## config.mk

```make
export PLATFORM = sky130hd
export DESIGN_NAME = positional_list_engine
export DESIGN_NICKNAME = d
export VERILOG_FILES = /design/src/sv/ple_pkg.sv /design/src/sv/positional_list_engine.sv /design/src/sv/ple_cell.sv
export SDC_FILE = /design/constraint.sdc
export NUM_CORES = 1
export LEC_CHECK = 0
export ABC_AREA = 0
export BUFFER_PORTS_ARGS = -buffer_cell sky130_fd_sc_hd__buf_2
export CAP_MARGIN = 15
export CORE_MARGIN = 1.5
export CORE_UTILIZATION = 50
export DETAILED_ROUTE_END_ITERATION = 10
export PLACE_DENSITY = 0.62
export SLEW_MARGIN = 10
export SYNTH_ARGS = -nofsm -noshare
export SYNTH_HDL_FRONTEND = slang
export SYNTH_HIERARCHICAL = 1
export SYNTH_SLANG_ARGS = --single-unit
```

## constraint.sdc

```tcl
create_clock -name clk -period 10.5 [get_ports clk]
set_clock_uncertainty 0.15 [all_clocks]
set_input_delay 1.575 -clock clk [delete_from_list [all_inputs] [get_ports clk]]
set_output_delay 1.575 -clock clk [all_outputs]
set_load 0.02 [all_outputs]
```

## src/sv/ple_pkg.sv

```systemverilog
// Package for the positional list engine: request and status codes,
// field widths and the control struct broadcast to the element cells.
// No dependencies.
package ple_pkg;

  localparam int ValueW = 32;
  localparam int PosW   = 5;
  localparam int CountW = 5;
  localparam int ModeW  = 3;
  localparam int StatW  = 2;

  localparam logic [ModeW-1:0] MODE_INS_FRONT = 3'd0;
  localparam logic [ModeW-1:0] MODE_INS_BACK  = 3'd1;
  localparam logic [ModeW-1:0] MODE_INS_POS   = 3'd2;
  localparam logic [ModeW-1:0] MODE_DEL_FRONT = 3'd3;
  localparam logic [ModeW-1:0] MODE_DEL_BACK  = 3'd4;
  localparam logic [ModeW-1:0] MODE_DEL_POS   = 3'd5;

  localparam logic [StatW-1:0] ST_OK     = 2'd0;
  localparam logic [StatW-1:0] ST_FULL   = 2'd1;
  localparam logic [StatW-1:0] ST_BADPOS = 2'd2;
  localparam logic [StatW-1:0] ST_EMPTY  = 2'd3;

  typedef struct packed {
    logic              ins;
    logic              del;
    logic [PosW-1:0]   idx;
    logic [ValueW-1:0] value;
  } cell_ctl_t;

endpackage

```

## src/sv/positional_list_engine.sv

```systemverilog
// Top level of the positional list engine: request decode, element count,
// result register and the chain of element cells.
// Depends on ple_pkg and ple_cell.
//
// The engine keeps an ordered list of up to CAPACITY signed 32-bit values in a
// row of cells, one cell per element, front in cell 0. Inserts and deletes
// at any position shift all affected cells in the same clock edge that
// accepts them, so one item is accepted per cycle whenever the
// result register is empty or being drained. The result for an item appears
// on the master side the cycle after it is accepted. The list is empty after
// reset; no clearing pass is needed.
module positional_list_engine
  import ple_pkg::*;
#(
  parameter int CAPACITY = 16
) (
  input  logic        clk,
  input  logic        rst,
  input  logic        s_tvalid,
  output logic        s_tready,
  input  logic [39:0] s_tdata,   // mode[2:0], value[34:3], position[39:35]
  output logic        m_tvalid,
  input  logic        m_tready,
  output logic [39:0] m_tdata    // status[1:0], element_count[6:2], removed_value[38:7], zero
);

  localparam logic [CountW-1:0] CapW = CountW'(CAPACITY);

  logic [ModeW-1:0]  mode;
  logic [ValueW-1:0] value;
  logic [PosW-1:0]   position;
  logic              accept;

  logic [CountW-1:0] count;
  logic [CountW-1:0] count_next;
  logic [StatW-1:0]  status;
  logic              do_ins;
  logic              do_del;
  logic [PosW-1:0]   idx;
  cell_ctl_t         ctl;

  logic [ValueW-1:0] cell_data [CAPACITY];
  logic [ValueW-1:0] sel_chain [CAPACITY+1];

  logic              out_valid;
  logic [StatW-1:0]  out_status;
  logic [CountW-1:0] out_count;
  logic [ValueW-1:0] out_removed;

  assign mode     = s_tdata[2:0];
  assign value    = s_tdata[34:3];
  assign position = s_tdata[39:35];
  assign s_tready = !out_valid || m_tready;
  assign accept   = s_tvalid && s_tready;

  always_comb begin
    status = ST_OK;
    do_ins = 1'b0;
    do_del = 1'b0;
    idx    = '0;
    unique case (mode)
      MODE_INS_FRONT, MODE_INS_BACK: begin
        idx = (mode == MODE_INS_FRONT) ? '0 : count;
        if (count >= CapW) begin
          status = ST_FULL;
        end else begin
          do_ins = 1'b1;
        end
      end
      MODE_INS_POS: begin
        idx = position - PosW'(1);
        if (position == '0 || {1'b0, position} > ({1'b0, count} + 6'd1)) begin
          status = ST_BADPOS;
        end else if (count >= CapW) begin
          status = ST_FULL;
        end else begin
          do_ins = 1'b1;
        end
      end
      MODE_DEL_FRONT, MODE_DEL_BACK: begin
        idx = (mode == MODE_DEL_FRONT) ? '0 : count - CountW'(1);
        if (count == '0) begin
          status = ST_EMPTY;
        end else begin
          do_del = 1'b1;
        end
      end
      MODE_DEL_POS: begin
        idx = position - PosW'(1);
        if (count == '0) begin
          status = ST_EMPTY;
        end else if (position == '0 || position > count) begin
          status = ST_BADPOS;
        end else begin
          do_del = 1'b1;
        end
      end
      default: begin
        status = ST_OK;
      end
    endcase
  end

  always_comb begin
    count_next = count;
    if (do_ins) begin
      count_next = count + CountW'(1);
    end else if (do_del) begin
      count_next = count - CountW'(1);
    end
  end

  assign ctl.ins   = accept && do_ins;
  assign ctl.del   = accept && do_del;
  assign ctl.idx   = idx;
  assign ctl.value = value;

  assign sel_chain[0] = '0;

  for (genvar i = 0; i < CAPACITY; i++) begin : g_cell
    logic [ValueW-1:0] left_data;
    logic [ValueW-1:0] right_data;
    if (i == 0) begin : g_first
      assign left_data = '0;
    end else begin : g_mid
      assign left_data = cell_data[i-1];
    end
    if (i == CAPACITY - 1) begin : g_last
      assign right_data = cell_data[i];
    end else begin : g_inner
      assign right_data = cell_data[i+1];
    end
    ple_cell #(
      .IDX(i)
    ) u_cell (
      .clk       (clk),
      .ctl       (ctl),
      .left_data (left_data),
      .right_data(right_data),
      .sel_in    (sel_chain[i]),
      .data      (cell_data[i]),
      .sel_out   (sel_chain[i+1])
    );
  end

  always_ff @(posedge clk) begin
    if (rst) begin
      count     <= '0;
      out_valid <= 1'b0;
    end else begin
      if (accept) begin
        count     <= count_next;
        out_valid <= 1'b1;
      end else if (m_tready) begin
        out_valid <= 1'b0;
      end
    end
  end

  always_ff @(posedge clk) begin
    if (accept) begin
      out_status  <= status;
      out_count   <= count_next;
      out_removed <= do_del ? sel_chain[CAPACITY] : '0;
    end
  end

  assign m_tvalid = out_valid;
  assign m_tdata  = {1'b0, out_removed, out_count, out_status};

endmodule

```

## src/sv/ple_cell.sv

```systemverilog
// One element cell of the positional list engine chain.
// Depends on ple_pkg for the control struct and widths.
module ple_cell
  import ple_pkg::*;
#(
  parameter int IDX = 0
) (
  input  logic              clk,
  input  cell_ctl_t         ctl,
  input  logic [ValueW-1:0] left_data,
  input  logic [ValueW-1:0] right_data,
  input  logic [ValueW-1:0] sel_in,
  output logic [ValueW-1:0] data,
  output logic [ValueW-1:0] sel_out
);

  localparam logic [PosW-1:0] IdxW = PosW'(IDX);

  logic [ValueW-1:0] data_next;

  always_comb begin
    data_next = data;
    if (ctl.ins) begin
      if (IdxW == ctl.idx) begin
        data_next = ctl.value;
      end else if (IdxW > ctl.idx) begin
        data_next = left_data;
      end
    end else if (ctl.del && IdxW >= ctl.idx) begin
      data_next = right_data;
    end
  end

  always_ff @(posedge clk) begin
    data <= data_next;
  end

  assign sel_out = sel_in | ((IdxW == ctl.idx) ? data : '0);

endmodule

```

==> results.txt <==
----------------------------------------------------
[Clock network]
  TritonCTS buffer count ... just under 70
  Cell chosen for the clock root ... clkbuf_16
  Post-CTS setup-driven buffer insertion count ... 0
  Number of gates resized after cts ... 0
  Number of clock sinks ... between 500 and 600
  Maximum count of clock buffers along a single path ... 3
  Clock H-tree levels ... 3
  Post-CTS clock slew at the launch and capture registers of the worst setup and hold paths ... approximately 0.050 ns
  Clock insertion delay at the later pin of the skew report ... about 0.61 ns
  TritonCTS clock tree ... done
  Hold buffer count at cts ... 0

[Floorplanning]
  Top-Level Pins ... between 80 and 90
  Overall die area ... 73500 um^2
  Area of the placeable core ... around 71000 um^2
  Die Ht ... between 200 and 300 um
  Starting density of the core ... 0.503
  Number of placement rows ... 98
  Width of the chip ... 271 um

[STA]
  Slew headroom ... 0.227
  RSZ-0062 raised after global routing ... false
  Worst-case setup margin in the final layout ... around 3.4 ns
  Final setup fails ... 0
  Final slew viol count ... 0
  Actual transition at the worst max-transition pin ... 1.16 ns
  Maximum clock frequency ... roughly 140 MHz
  Share of the cycle needed by the critical path after routing ... 0.678
  Hold Fails Final Rpt ... 0
  Setup TNS Final ... 0 ns
  Final Critical Period ... 7.11 ns

[GRT]
  Sum of overflow across all layers after global routing ... 0
  Number of antenna violations at the first check in global routing ... 0
  Wire length of the first global-routing pass ... 176000 um
  Maximum number of pins on one net before global-route repair ... roughly 270
  GRT Total Usage ... 0.296
  Number of global-route vias before repair ... about 31000

[Finish]
  Area grow syn2layout ... 6.29%
  Final antenna diode count ... 0
  Final instance count without filler cells ... about 4700
  Fraction of final layout cells with drive strength greater than 1 ... 0.0954
  Number of filler cells placed in the layout ... ~6500
  Footprint of the multi-input gates ... 17200 um^2
  Net count of the finished layout ... approximately 3700
  Area taken by flip-flops and latches ... about 17000 um^2

[Detailed routing]
  Routed wire per std cell ... between 20 and 25 um
  Pre-Repair DR Iteration Count ... 6
  Number of DRC violations after detailed routing ... 0
  Antenna Nets Post-Route ... 0
  DR vias ... ~31000
  Post-DR vias/cell ... between 6 and 7
  Iteration-0 DRC count of the detailed router ... approximately 3500
  Routed wire length ... 112000 um

[Power and ir drop]
  Power density over the cells ... ~160 nW/um^2
  Leakage power of the design ... ~0.014 uW
  Peak supply drop ... 0.000129 V
  Overall power consumption ... between 6000 and 7000 uW

[Yosys]
  Fraction of the yosys area taken by sequential cells ... 0.464
  Number of warnings issued by yosys ... 6
  Synth Area in XOR/XNOR ... 0.00244
  Simple-Gate Fraction of Synth Area ... 0.154
  Synth cell count leaders ... edfxtp_1, a21o_1, nor2_1
  Share of Yosys cell area claimed by the top area cell type ... 0.461
  Synth Area in Adders ... 0.00453
  Number of storage elements in the synthesis netlist ... 557
  Post-synthesis cell type with the largest combined area ... edfxtp_1
  Number of synthesized flops with an enable pin ... roughly 550
  Summed instance area of the synthesized netlist ... about 36000 um^2
  Most frequent cell after synthesis ... edfxtp_1
  Synthesized netlist cell count ... approximately 3800
  Combinational family with the most area after synthesis ... compound AO/OA/AOI/OAI gates
  FFs w/ async S/R, synth ... 0
  Share of synthesized area spent on multiplexers ... 0.000836
  Number of different library cells in the post-synthesis netlist ... 79
  Compound-Gate Fraction of Synth Area ... 0.302
  Leading post-synthesis cells by cell area ... edfxtp_1, a21o_1, a31oi_1
  Mean post-synth cell area ... 9.48 um^2
  Most used flip-flop cell after synthesis ... edfxtp_1

[Job]
  Maximum capacitance violations ... 0

[Place]
  Gp weighted congestion ... between 0.8 and 0.9
  Instance count after placement with tap cells included ... roughly 4600
  Count of port buffers added during placement ... between 80 and 90
  Post-DP HPWL ... a little over 70000 um
  Placement Setup Slack ... 2.81 ns

[Setup path]
  Critical Setup Path Class ... in -> reg
  Crit-path max FO ... 33
  Cell at the slowest stage of the critical path ... or2_2
  Type of element launching the critical path ... input port
  Worst path most repeated cell ... a21o_1
  Setup slack, reg-to-reg ... 4.00 ns
  Capturing element type of the critical path ... flip-flop
  Crit path largest cell delay ... around 0.8 ns
  Arrival time at the worst endpoint ... around 7.3 ns
  Required @ worst endpoint ... between 10 and 15 ns

[Status]
  Result of the run ... finished clean

[Min path]
  Class of the tightest hold or removal check ... reg -> reg

----------------------------------------------------
==> state kept, by name (all words and copies together) (netlist names) <==
register            cells
m_tvalid                1
count                   5
out_removed            32
out_status              2
g_cell.u_cell/data    512
out_count               5
==> power breakdown <==
part	internal [uW]	switching (uW)	total [uW]
logic	421	884	1310
registers	2610	84.5	2700
clock network	1280	965	2240
==> critical path: cells and delay by family <==
family / cells / cell delay [ns]
AO/OA/AOI/OAI: 18 / 3.31
AND/OR/NAND/NOR: 5 / 1.77
buffers and inverters: 2 / 0.26
adder cells (fa/ha/maj): 1 / 0.22
multiplexers: 1 / 0.16
==> logic make-up after synthesis <==
logic type | Yosys count
AOI/OAI and AO/OA | 1695
and+or+nand+nor | 1111
DFF | 557
buffers and inverters | 401
adders and majority gates | 13
xor gates and xnor gates | 10
muxes | 3
other | 1
==> per-stage QoR <==
stage | utilization | hold slack (ns) | instance area (um^2)
6_report | 0.535 | 0.379 | 38200
2_1_floorplan | - | 0.354 | 36200
5_1_grt | 0.535 | 0.435 | 38200
4_1_cts | 0.534 | 0.373 | 38100
3_5_place_dp | 0.505 | 0.365 | 36100
3_3_place_gp | 0.505 | 0.352 | 36100
==> routing by layer <==
metal	part of all wire	routed length (um)	vias up	global-route usage
met5	0	0	-	0
met4	0.030	3370	0	0.0967
met3	0.061	6800	250	0.0354
met2	0.49	54200	1288	0.495
met1	0.42	47300	15605	0.401
li1	-	-	14145	-
==> layout by cell type, fill, tap and decap left out, types with 4 or more instances in the layout <==
| master | count |
|---|---|
| xnor2_1 | 10 |
| a21oi_1 | 45 |
| o21ai_0 | 264 |
| nor3_4 | 4 |
| nand3_1 | 364 |
| nand2_1 | 79 |
| nor2_8 | 8 |
| nand3_2 | 4 |
| conb_1 | 65 |
| a211oi_4 | 7 |
| clkbuf_16 | 71 |
| o21ai_1 | 259 |
| nor2_1 | 482 |
| and2_1 | 35 |
| inv_1 | 12 |
| nor2_4 | 7 |
| a21o_1 | 511 |
| a21boi_0 | 65 |
| buf_12 | 4 |
| edfxtp_1 | 551 |
| buf_2 | 84 |
| clkinv_1 | 20 |
| o22a_2 | 21 |
| clkinv_2 | 9 |
| o22a_1 | 43 |
| nand3b_1 | 64 |
| nand2b_2 | 4 |
| nor3_1 | 4 |
| buf_4 | 64 |
| a22oi_1 | 5 |
| clkbuf_1 | 12 |
| ha_1 | 13 |
| a31oi_1 | 452 |
| dfxtp_1 | 6 |
| clkinv_4 | 4 |
| o22ai_4 | 5 |
| nor2_2 | 8 |
==> final cells by class <==
cell class,count,share of cell area
clock inverter,37,0.00606
timing repair buffer,154,0.0268
clock buffer,83,0.0477
tap,950,0.0311
multi-input combinational,2897,0.451
sequential,557,0.436
inverter,13,0.00128
==> path summary, 6_finish.rpt <==
kind | startpoint | to | cells after the start
worst max-delay path | s_tdata[35] | out_removed[9] | 27
worst min-delay path | m_tvalid | m_tvalid | 2
worst max register to register | count[0] | out_removed[9] | 27
worst min register to register | m_tvalid | m_tvalid | 2
(Power assumes the default switching activity.)
